[src/hdl/tcts_pkg.sv]
package tcts_pkg;

   // Command codes carried in each request beat.
   localparam logic [1:0] CMD_STAMP = 2'd0;
   localparam logic [1:0] CMD_BASE  = 2'd1;
   localparam logic [1:0] CMD_CALIB = 2'd2;

   // Fine counter operating modes.
   localparam logic [1:0] MODE_RATE   = 2'd2;
   localparam logic [1:0] MODE_SQUARE = 2'd3;

   // Calibration run length and the width of its counter.
   localparam int MATCH_RUN_W = 7;
   localparam logic [MATCH_RUN_W-1:0] CALIB_MATCHES = 7'd64;

   // Coarse ticks in one day and the Q0.32 reciprocal scale factors.
   localparam logic [21:0] TICKS_DAY = 22'd1573040;
   localparam logic [31:0] R_US      = 32'd3599597124;
   localparam logic [31:0] R_MS      = 32'd3685987455;

   // Request beat payload.
   typedef struct packed {
      logic [1:0]  cmd;
      logic [20:0] day_ticks;
      logic [15:0] fine_count;
      logic        fine_out_level;
      logic [4:0]  helper_count;
   } req_type;

   // Response beat payload.
   typedef struct packed {
      logic        in_sync;
      logic        calibrated;
      logic [31:0] micro_time;
      logic [31:0] milli_time;
   } rsp_type;

   // Normalized fine count, derived phase and coarse count mod 9.
   typedef struct packed {
      logic [15:0] fine;
      logic [3:0]  phase;
      logic [3:0]  day_mod9;
   } norm_type;

   // Operands for the timestamp stages, after tick correction.
   typedef struct packed {
      logic [21:0] tick;
      logic [21:0] base_tick;
      logic [15:0] fine;
      logic [11:0] base_fine_hi;
      logic        in_sync;
      logic        calibrated;
   } stamp_type;

   // Load enables for the back stages of the pipeline.
   typedef struct packed {
      logic c_load;
      logic d_load;
   } pipe_ctl_type;

   // Residue mod 9 of a value up to 22 bits. Since 64 is 1 mod 9 the
   // 6-bit chunks are summed, folded once more, then reduced by a
   // priority pick over the multiples of 9.
   function automatic logic [3:0] mod9(input logic [21:0] x);
      logic [7:0] s1;
      logic [6:0] s2;
      logic [6:0] r;
      s1 = 8'(x[5:0]) + 8'(x[11:6]) + 8'(x[17:12]) + 8'(x[21:18]);
      s2 = 7'(s1[7:6]) + 7'(s1[5:0]);
      r  = s2;
      for (int k = 1; k <= 7; k++) begin
         if (s2 >= 7'(9 * k)) begin
            r = s2 - 7'(9 * k);
         end
      end
      return r[3:0];
   endfunction

endpackage

[src/hdl/tcts_norm.sv]
module tcts_norm (
   input  logic [1:0]       counter_mode,
   input  tcts_pkg::req_type req,
   output tcts_pkg::norm_type norm
);

   logic [15:0] c_half;
   logic [15:0] fine;
   logic [3:0]  fine_mod9;
   logic [4:0]  fine_mod18;
   logic [6:0]  d_raw;
   logic [6:0]  d_val;

   // Turn the raw down-count into an up-count for the active mode.
   always_comb begin
      c_half = {1'b0, req.fine_count[15:1]} - 16'd1;
      c_half[15] = c_half[15] | req.fine_out_level;
      if (counter_mode == tcts_pkg::MODE_RATE) begin
         fine = ~(req.fine_count - 16'd1);
      end else if (req.fine_count == 16'd0) begin
         fine = req.fine_out_level ? 16'h0000 : 16'h8000;
      end else begin
         fine = ~c_half;
      end
   end

   // Fine count mod 18 from its residue mod 9 and its parity.
   always_comb begin
      fine_mod9 = tcts_pkg::mod9({6'd0, fine});
      if (fine_mod9[0] == fine[0]) begin
         fine_mod18 = {1'b0, fine_mod9};
      end else begin
         fine_mod18 = {1'b0, fine_mod9} + 5'd9;
      end
   end

   // Helper phase offset; the difference always lies in 6..54.
   always_comb begin
      d_raw = 7'd54 - {2'd0, req.helper_count} - {2'd0, fine_mod18};
      if (d_raw >= 7'd54) begin
         d_val = d_raw - 7'd54;
      end else if (d_raw >= 7'd36) begin
         d_val = d_raw - 7'd36;
      end else if (d_raw >= 7'd18) begin
         d_val = d_raw - 7'd18;
      end else begin
         d_val = d_raw;
      end
   end

   assign norm.fine     = fine;
   assign norm.phase    = 4'd8 - d_val[4:1];
   assign norm.day_mod9 = tcts_pkg::mod9({1'b0, req.day_ticks});

endmodule

[src/hdl/tcts_scale.sv]
module tcts_scale (
   input  logic                   clock,
   input  tcts_pkg::pipe_ctl_type ctl,
   input  tcts_pkg::stamp_type    stamp,
   output tcts_pkg::rsp_type      rsp_data
);

   logic [31:0] t_diff;
   logic [31:0] us_in;
   logic [31:0] ms_in;
   logic [31:0] us_ff;
   logic [31:0] ms_ff;
   logic        sync_ff;
   logic        cal_ff;
   logic [63:0] us_prod;
   logic [63:0] ms_prod;
   tcts_pkg::rsp_type rsp_ff;

   // Elapsed ticks and the fixed-point time words before scaling.
   always_comb begin
      t_diff = {10'd0, stamp.tick} - {10'd0, stamp.base_tick};
      us_in  = {t_diff[19:0], stamp.fine[15:4]} - {20'd0, stamp.base_fine_hi};
      ms_in  = {t_diff[25:0], stamp.fine[15:10]} + {31'd0, stamp.fine[9]};
   end

   always_ff @(posedge clock) begin
      if (ctl.c_load) begin
         us_ff   <= us_in;
         ms_ff   <= ms_in;
         sync_ff <= stamp.in_sync;
         cal_ff  <= stamp.calibrated;
      end
   end

   // Reciprocal multiplies; the upper word of each product is the result.
   assign us_prod = {32'd0, us_ff} * {32'd0, tcts_pkg::R_US};
   assign ms_prod = {32'd0, ms_ff} * {32'd0, tcts_pkg::R_MS};

   always_ff @(posedge clock) begin
      if (ctl.d_load) begin
         rsp_ff.in_sync    <= sync_ff;
         rsp_ff.calibrated <= cal_ff;
         rsp_ff.micro_time <= us_prod[63:32];
         rsp_ff.milli_time <= ms_prod[63:32];
      end
   end

   assign rsp_data = rsp_ff;

endmodule

[src/hdl/tick_counter_timestamp_sync.sv]
// Channel  Direction  Ports                         Beat payload
// req      in         req_valid req_stall req_data  tcts_pkg::req_type
// rsp      out        rsp_valid rsp_stall rsp_data  tcts_pkg::rsp_type
// csr      in         csr_wr_en csr_wr_data         counter_mode, 2 bits
//
// One request beat is taken every cycle unless req_stall is raised; its response
// beat passes through four register stages: normalize, tick correction with the
// state update, time words, reciprocal multiply.
// Synchronous active-high reset empties the pipeline, clears the sync
// state and sets counter_mode to square wave.
// A stalled response holds its stage; earlier stages keep filling until
// the pipeline is full, and only then is req_stall raised.
module tick_counter_timestamp_sync (
   input  logic              clock,
   input  logic              reset,
   input  logic              req_valid,
   output logic              req_stall,
   input  tcts_pkg::req_type req_data,
   output logic              rsp_valid,
   input  logic              rsp_stall,
   output tcts_pkg::rsp_type rsp_data,
   input  logic              csr_wr_en,
   input  logic [1:0]        csr_wr_data
);

   typedef struct packed {
      logic [1:0]  cmd;
      logic [20:0] day;
      logic [15:0] fine;
      logic [3:0]  phase;
      logic [3:0]  day_mod9;
   } front_type;

   logic [1:0]  counter_mode_ff;
   logic        v0_ff, v1_ff, v2_ff, v3_ff;
   logic        e0, e1, e2, e3;
   logic        b_load;
   tcts_pkg::norm_type  norm;
   front_type           a_ff;
   tcts_pkg::stamp_type stamp_ff;
   tcts_pkg::stamp_type stamp_in;
   tcts_pkg::pipe_ctl_type ctl;

   logic [20:0] last_tick_ff;
   logic [21:0] base_tick_ff;
   logic [15:0] base_fine_ff;
   logic [3:0]  phase_ref_ff;
   logic [tcts_pkg::MATCH_RUN_W-1:0] match_run_ff;
   logic [tcts_pkg::MATCH_RUN_W-1:0] match_run_in;

   logic        is_base;
   logic [20:0] eff_last;
   logic        roll;
   logic [3:0]  tick_mod9;
   logic [4:0]  diff_sum;
   logic [3:0]  diff;
   logic [3:0]  diff_next;
   logic        match;
   logic        lag;
   logic [21:0] tick;

   // Configuration register.
   always_ff @(posedge clock) begin
      if (reset) begin
         counter_mode_ff <= tcts_pkg::MODE_SQUARE;
      end else if (csr_wr_en) begin
         counter_mode_ff <= csr_wr_data;
      end
   end

   // Stage enables: a stage loads when it is empty or its successor loads.
   assign e3 = !v3_ff || !rsp_stall;
   assign e2 = !v2_ff || e3;
   assign e1 = !v1_ff || e2;
   assign e0 = !v0_ff || e1;
   assign b_load = v0_ff && e1;
   assign ctl.c_load = v1_ff && e2;
   assign ctl.d_load = v2_ff && e3;
   assign req_stall = !e0;
   assign rsp_valid = v3_ff;

   always_ff @(posedge clock) begin
      if (reset) begin
         v0_ff <= 1'b0;
         v1_ff <= 1'b0;
         v2_ff <= 1'b0;
         v3_ff <= 1'b0;
      end else begin
         if (e0) v0_ff <= req_valid;
         if (e1) v1_ff <= v0_ff;
         if (e2) v2_ff <= v1_ff;
         if (e3) v3_ff <= v2_ff;
      end
   end

   // Front stage: normalize the fine count and derive the phase.
   tcts_norm u_norm (
      .counter_mode (counter_mode_ff),
      .req          (req_data),
      .norm         (norm)
   );

   always_ff @(posedge clock) begin
      if (e0 && req_valid) begin
         a_ff.cmd      <= req_data.cmd;
         a_ff.day      <= req_data.day_ticks;
         a_ff.fine     <= norm.fine;
         a_ff.phase    <= norm.phase;
         a_ff.day_mod9 <= norm.day_mod9;
      end
   end

   // Rollover, phase compare and lagging-tick correction.
   always_comb begin
      is_base  = (a_ff.cmd == tcts_pkg::CMD_BASE);
      eff_last = is_base ? 21'd0 : last_tick_ff;
      roll     = (a_ff.day < eff_last);
      if (!roll) begin
         tick_mod9 = a_ff.day_mod9;
      end else if (a_ff.day_mod9 >= 4'd7) begin
         tick_mod9 = a_ff.day_mod9 - 4'd7;
      end else begin
         tick_mod9 = a_ff.day_mod9 + 4'd2;
      end
      diff_sum  = 5'd9 + {1'b0, tick_mod9} - {1'b0, a_ff.phase};
      diff      = (diff_sum >= 5'd9) ? 4'(diff_sum - 5'd9) : diff_sum[3:0];
      diff_next = (diff == 4'd8) ? 4'd0 : diff + 4'd1;
      match     = (diff == phase_ref_ff);
      lag       = !match && (diff_next == phase_ref_ff);
      tick      = {1'b0, a_ff.day} + (roll ? tcts_pkg::TICKS_DAY : 22'd0)
                  + {21'd0, lag};
   end

   // Calibration run count.
   always_comb begin
      match_run_in = match_run_ff;
      if (a_ff.cmd == tcts_pkg::CMD_CALIB) begin
         if (!match) begin
            match_run_in = '0;
         end else if (match_run_ff < tcts_pkg::CALIB_MATCHES) begin
            match_run_in = match_run_ff + {{(tcts_pkg::MATCH_RUN_W-1){1'b0}}, 1'b1};
         end
      end
   end

   always_comb begin
      stamp_in.tick         = tick;
      stamp_in.base_tick    = is_base ? tick : base_tick_ff;
      stamp_in.fine         = a_ff.fine;
      stamp_in.base_fine_hi = is_base ? a_ff.fine[15:4] : base_fine_ff[15:4];
      stamp_in.in_sync      = match || lag;
      stamp_in.calibrated   = (match_run_in >= tcts_pkg::CALIB_MATCHES);
   end

   // Sync state advances as each beat leaves the front stage.
   always_ff @(posedge clock) begin
      if (reset) begin
         last_tick_ff <= '0;
         base_tick_ff <= '0;
         base_fine_ff <= '0;
         phase_ref_ff <= '0;
         match_run_ff <= '0;
      end else if (b_load) begin
         last_tick_ff <= a_ff.day;
         match_run_ff <= match_run_in;
         if (is_base) begin
            base_tick_ff <= tick;
            base_fine_ff <= a_ff.fine;
         end
         if (a_ff.cmd == tcts_pkg::CMD_CALIB) begin
            phase_ref_ff <= diff;
         end
      end
   end

   always_ff @(posedge clock) begin
      if (b_load) begin
         stamp_ff <= stamp_in;
      end
   end

   // Time words and reciprocal scaling.
   tcts_scale u_scale (
      .clock    (clock),
      .ctl      (ctl),
      .stamp    (stamp_ff),
      .rsp_data (rsp_data)
   );

   // The run counter never passes its saturation point.
   a_run_bound: assert property (@(posedge clock) disable iff (reset)
      match_run_ff <= tcts_pkg::CALIB_MATCHES)
      else $error("match run above saturation");

   // An accepted beat always occupies the front stage next cycle.
   a_accept_fill: assert property (@(posedge clock) disable iff (reset)
      req_valid && !req_stall |=> v0_ff)
      else $error("accepted beat lost");

   // A front stage that cannot move on holds its contents.
   a_front_hold: assert property (@(posedge clock) disable iff (reset)
      v0_ff && !e1 |=> $stable(a_ff) && v0_ff)
      else $error("front stage changed while blocked");

   // The rollover reference follows the coarse count of each beat.
   a_last_tick: assert property (@(posedge clock) disable iff (reset)
      b_load |=> last_tick_ff == $past(a_ff.day))
      else $error("last tick not updated");

   // A baseline capture stores the tick it hands on.
   a_base_tick: assert property (@(posedge clock) disable iff (reset)
      b_load && is_base |=> base_tick_ff == stamp_ff.tick)
      else $error("baseline tick mismatch");

endmodule

[config.mk]
export PLATFORM = sky130hd
export DESIGN_NAME = tick_counter_timestamp_sync
export DESIGN_NICKNAME = d
export VERILOG_FILES = /design/src/hdl/tcts_pkg.sv /design/src/hdl/tcts_norm.sv /design/src/hdl/tcts_scale.sv /design/src/hdl/tick_counter_timestamp_sync.sv
export SDC_FILE = /design/constraint.sdc
export NUM_CORES = 2
export LEC_CHECK = 0
export BUFFER_PORTS_ARGS = -buffer_cell sky130_fd_sc_hd__buf_4
export CORE_UTILIZATION = 55
export CTS_CLUSTER_DIAMETER = 80
export DETAILED_ROUTE_END_ITERATION = 8
export PLACE_DENSITY = 0.71
export SLEW_MARGIN = 20
export SYNTH_ARGS = -nofsm -noshare
export SYNTH_HDL_FRONTEND = slang
export SYNTH_SLANG_ARGS = --single-unit
[constraint.sdc]
create_clock -name clock -period 20.4 [get_ports clock]
set_input_delay 4.08 -clock clock [delete_from_list [all_inputs] [get_ports clock]]
set_output_delay 4.08 -clock clock [all_outputs]
set_load 0.01 [all_outputs]
==> impl_metrics.env <==
export IMPL_status="finished clean"
export IMPL_clk_path_buf_depth=3
export IMPL_path_buf_inv=7
export IMPL_worst_endpoint_required_ns=20.74
export IMPL_final_common_cell="inv_1"
export IMPL_grt_first_pass_wirelength_um=199000
export IMPL_crit_top_cell="ha_1"
export IMPL_die_area_um2=97000
export IMPL_yosysSeqAreaShare_pct=16.7
export IMPL_use_met1_pct=36.8
export IMPL_numClockSinks=317
export IMPL_avgSynthCellArea_um2=10.8
export IMPL_finalCritPeriodShare_pct=71.7
export IMPL_reg2regPathDepth=41
export IMPL_antenna_found_initial=1
export IMPL_fin_skew_ns=0.0271
export IMPL_core_um2=95000
export IMPL_synthMuxAreaShare_pct=0.563
export IMPL_use_met2_pct=42.1
export IMPL_setup_tns_ns=0
export IMPL_post_route_min_period_ns=14.63
export IMPL_die_w_um=312
export IMPL_synthAdderAreaFrac_pct=56.1
export IMPL_whs_path_depth=0
export IMPL_gp_congestion=0.987
export IMPL_die_y_um=312
export IMPL_start_util_pct=55.5
export IMPL_synth_xor_area_share_pct=4.11
export IMPL_postCtsHoldBufs=0
export IMPL_cts_tree="yes"
export IMPL_synth_compound_gate_area_share_pct=7.06
export IMPL_grt_overflow_total=0
export IMPL_fillers=7896
export IMPL_critPathMaxStageDelay_ns=0.77
export IMPL_hp_class="reg2reg"
export IMPL_cap_violations=0
export IMPL_setup_violations=0
export IMPL_cp_end_kind="register"
export IMPL_met3_usage_pct=6.25
export IMPL_synth_nets=6724
export IMPL_min_to="u_scale.rsp_data[65]$_DFFE_PP_"
export IMPL_worstPathMaxFanout=9
export IMPL_numCtsBuffers=42
export IMPL_finalMaxSlewViolations=0
export IMPL_num_rows=113
export IMPL_ant_nets=0
export IMPL_root_buffer="clkbuf_16"
export IMPL_max_freq_mhz=68.4
export IMPL_htreeDepth=2
export IMPL_drc=0
export IMPL_mostFrequentLayoutCells="inv_1 (1271), fa_1 (982), ha_1 (792)"
export IMPL_drive_gt1_share_pct=5.25
export IMPL_top_usage_layer="met2"
export IMPL_wirelength_um=123000
export IMPL_cp_slowest_cell="fa_1"
export IMPL_final_cell_area_um2=56600
export IMPL_synth_top_family_by_area="adder cells"
export IMPL_place_hpwl_um=107000
export IMPL_r2r_setup_slack_ns=9.70
export IMPL_dr_first_iter_drc_count=1937
export IMPL_grt_max_degree=87
export IMPL_io_buffers=119
export IMPL_clk_latency_ns=0.60
export IMPL_crit_family="adder cells"
export IMPL_syn2layout_area_growth_pct=7.42
export IMPL_min_delay_start="u_scale.sync_ff$_DFFE_PP_"
export IMPL_syn_area_um2=52700
export IMPL_placed_area_um2=55100
export IMPL_track_usage_pct=26.7
export IMPL_path_class="in2reg"
export IMPL_synthSimpleGateAreaFrac_pct=6.09
export IMPL_nets=6859
export IMPL_num_vias=34000
export IMPL_reg2reg_to="a_ff[6]$_DFFE_PP_"
export IMPL_synth_distinct_cells=98
export IMPL_async_flop_share_pct=0
export IMPL_hold_viol=0
export IMPL_synth_seq_cells=317
export IMPL_r2r_start="counter_mode_ff[0]$_SDFFE_PP1P_"
export IMPL_start_kind="input port"
export IMPL_clk_pin_slew_ns=0.06
export IMPL_detail_route_first_pass_iterations=5
export IMPL_wire_per_inst_um=19.5
export IMPL_ctsResizeCount=0
export IMPL_yosys_warnings=0
export IMPL_crit_arrival_ns=14.96
export IMPL_synth_edf_count=245
export IMPL_grt_pass1_vias=36500
export IMPL_ys_flop_type="edfxtp_1"
export IMPL_rsz0062_at_grt="no"
export IMPL_synth_cells=4898
export IMPL_tightest_slew_ns=1.04
export IMPL_ioPinCount=120
export IMPL_vias_per_cell=5.38
export IMPL_antennaDiodeCount=0
export IMPL_cts_setup_buffers=0
export IMPL_relSlewSlack_pct=30.5
==> how the worst max path moves through the flow <==
stage                              endpoint  cells after the start  slack (ns)          from
after floorplan           a_ff[6]$_DFFE_PP_                     45        6.50  req_data[14]
after global placement    a_ff[6]$_DFFE_PP_                     45        5.13  req_data[14]
after detailed placement  a_ff[7]$_DFFE_PP_                     45        5.13  req_data[14]
after CTS                 a_ff[7]$_DFFE_PP_                     45        5.71  req_data[14]
after global routing      a_ff[7]$_DFFE_PP_                     45        4.79  req_data[14]
final                     a_ff[6]$_DFFE_PP_                     45        5.77  req_data[14]
==> synth_stat cells, types with 25 or more instances <==
cell type  number  share of area, %
nor3_1         31              0.29
nand3_1        45              0.43
o21ai_0        84              0.80
fa_1          982                37
a211oi_1       31              0.44
xor2_1         86               1.4
nor2b_1        42              0.50
a31oi_1        25              0.30
xnor2_1       146               2.4
nand2_1       228               1.6
clkbuf_1       32              0.23
nor2_1        160               1.1
a21oi_1       180               1.7
inv_1        1271               9.1
dfxtp_1        72               2.7
and3_1         26              0.31
a21o_1         71               1.0
edfxtp_1      245                14
ha_1          792                19
nand2b_1       28              0.33
==> registers in the layout, summed over array words and instances (netlist names), 2 cells and up, named ones only <==
register,count
stamp_ff,70
u_scale.rsp_data,66
a_ff,43
u_scale.ms_ff,32
u_scale.us_ff,32
base_tick_ff,22
last_tick_ff,21
base_fine_ff,12
phase_ref_ff,4
counter_mode_ff,2
==> kinds of logic (layout without fill, tap and decap cells) <==
logic type,count (synthesis),count (layout)
compound gates,565,565
mux,27,27
fa+ha+maj,1774,1774
xor+xnor,238,238
buf+inv,1312,1481
flops,317,317
simple gates,665,665
==> routing by layer <==
metal,up-vias,wire length (um)
met5,-,13
met3,189,9040
met2,978,56400
met4,2,3820
li1,15900,-
met1,17000,53900
==> stage by stage <==
step	hold slack, ns	worst slack, ns	std cells	utilization, %
after floorplan	0.400	6.50	4898	-
after detailed placement	0.408	5.13	6254	58.0
after global placement	0.405	5.13	6253	58.0
after global routing	0.454	4.79	6332	59.6
after CTS	0.423	5.71	6332	59.6
final	0.420	5.77	6332	59.6
==> area by class of cell <==
| class | instances | area, um2 | share of cell area, % |
|---|---|---|---|
| multi-input cells | 3269 | 39000 | 68.9 |
| flip-flops and latches | 317 | 8800 | 15.5 |
| inverters | 1274 | 4780 | 8.45 |
| well taps | 1265 | 1580 | 2.80 |
| clock buffers | 52 | 1120 | 1.98 |
| repair buffers | 129 | 981 | 1.73 |
| clock inverters | 26 | 337 | 0.595 |
Power is not shown: default switching activity piles up to over one toggle a cycle in this logic, so the estimate is an artifact.
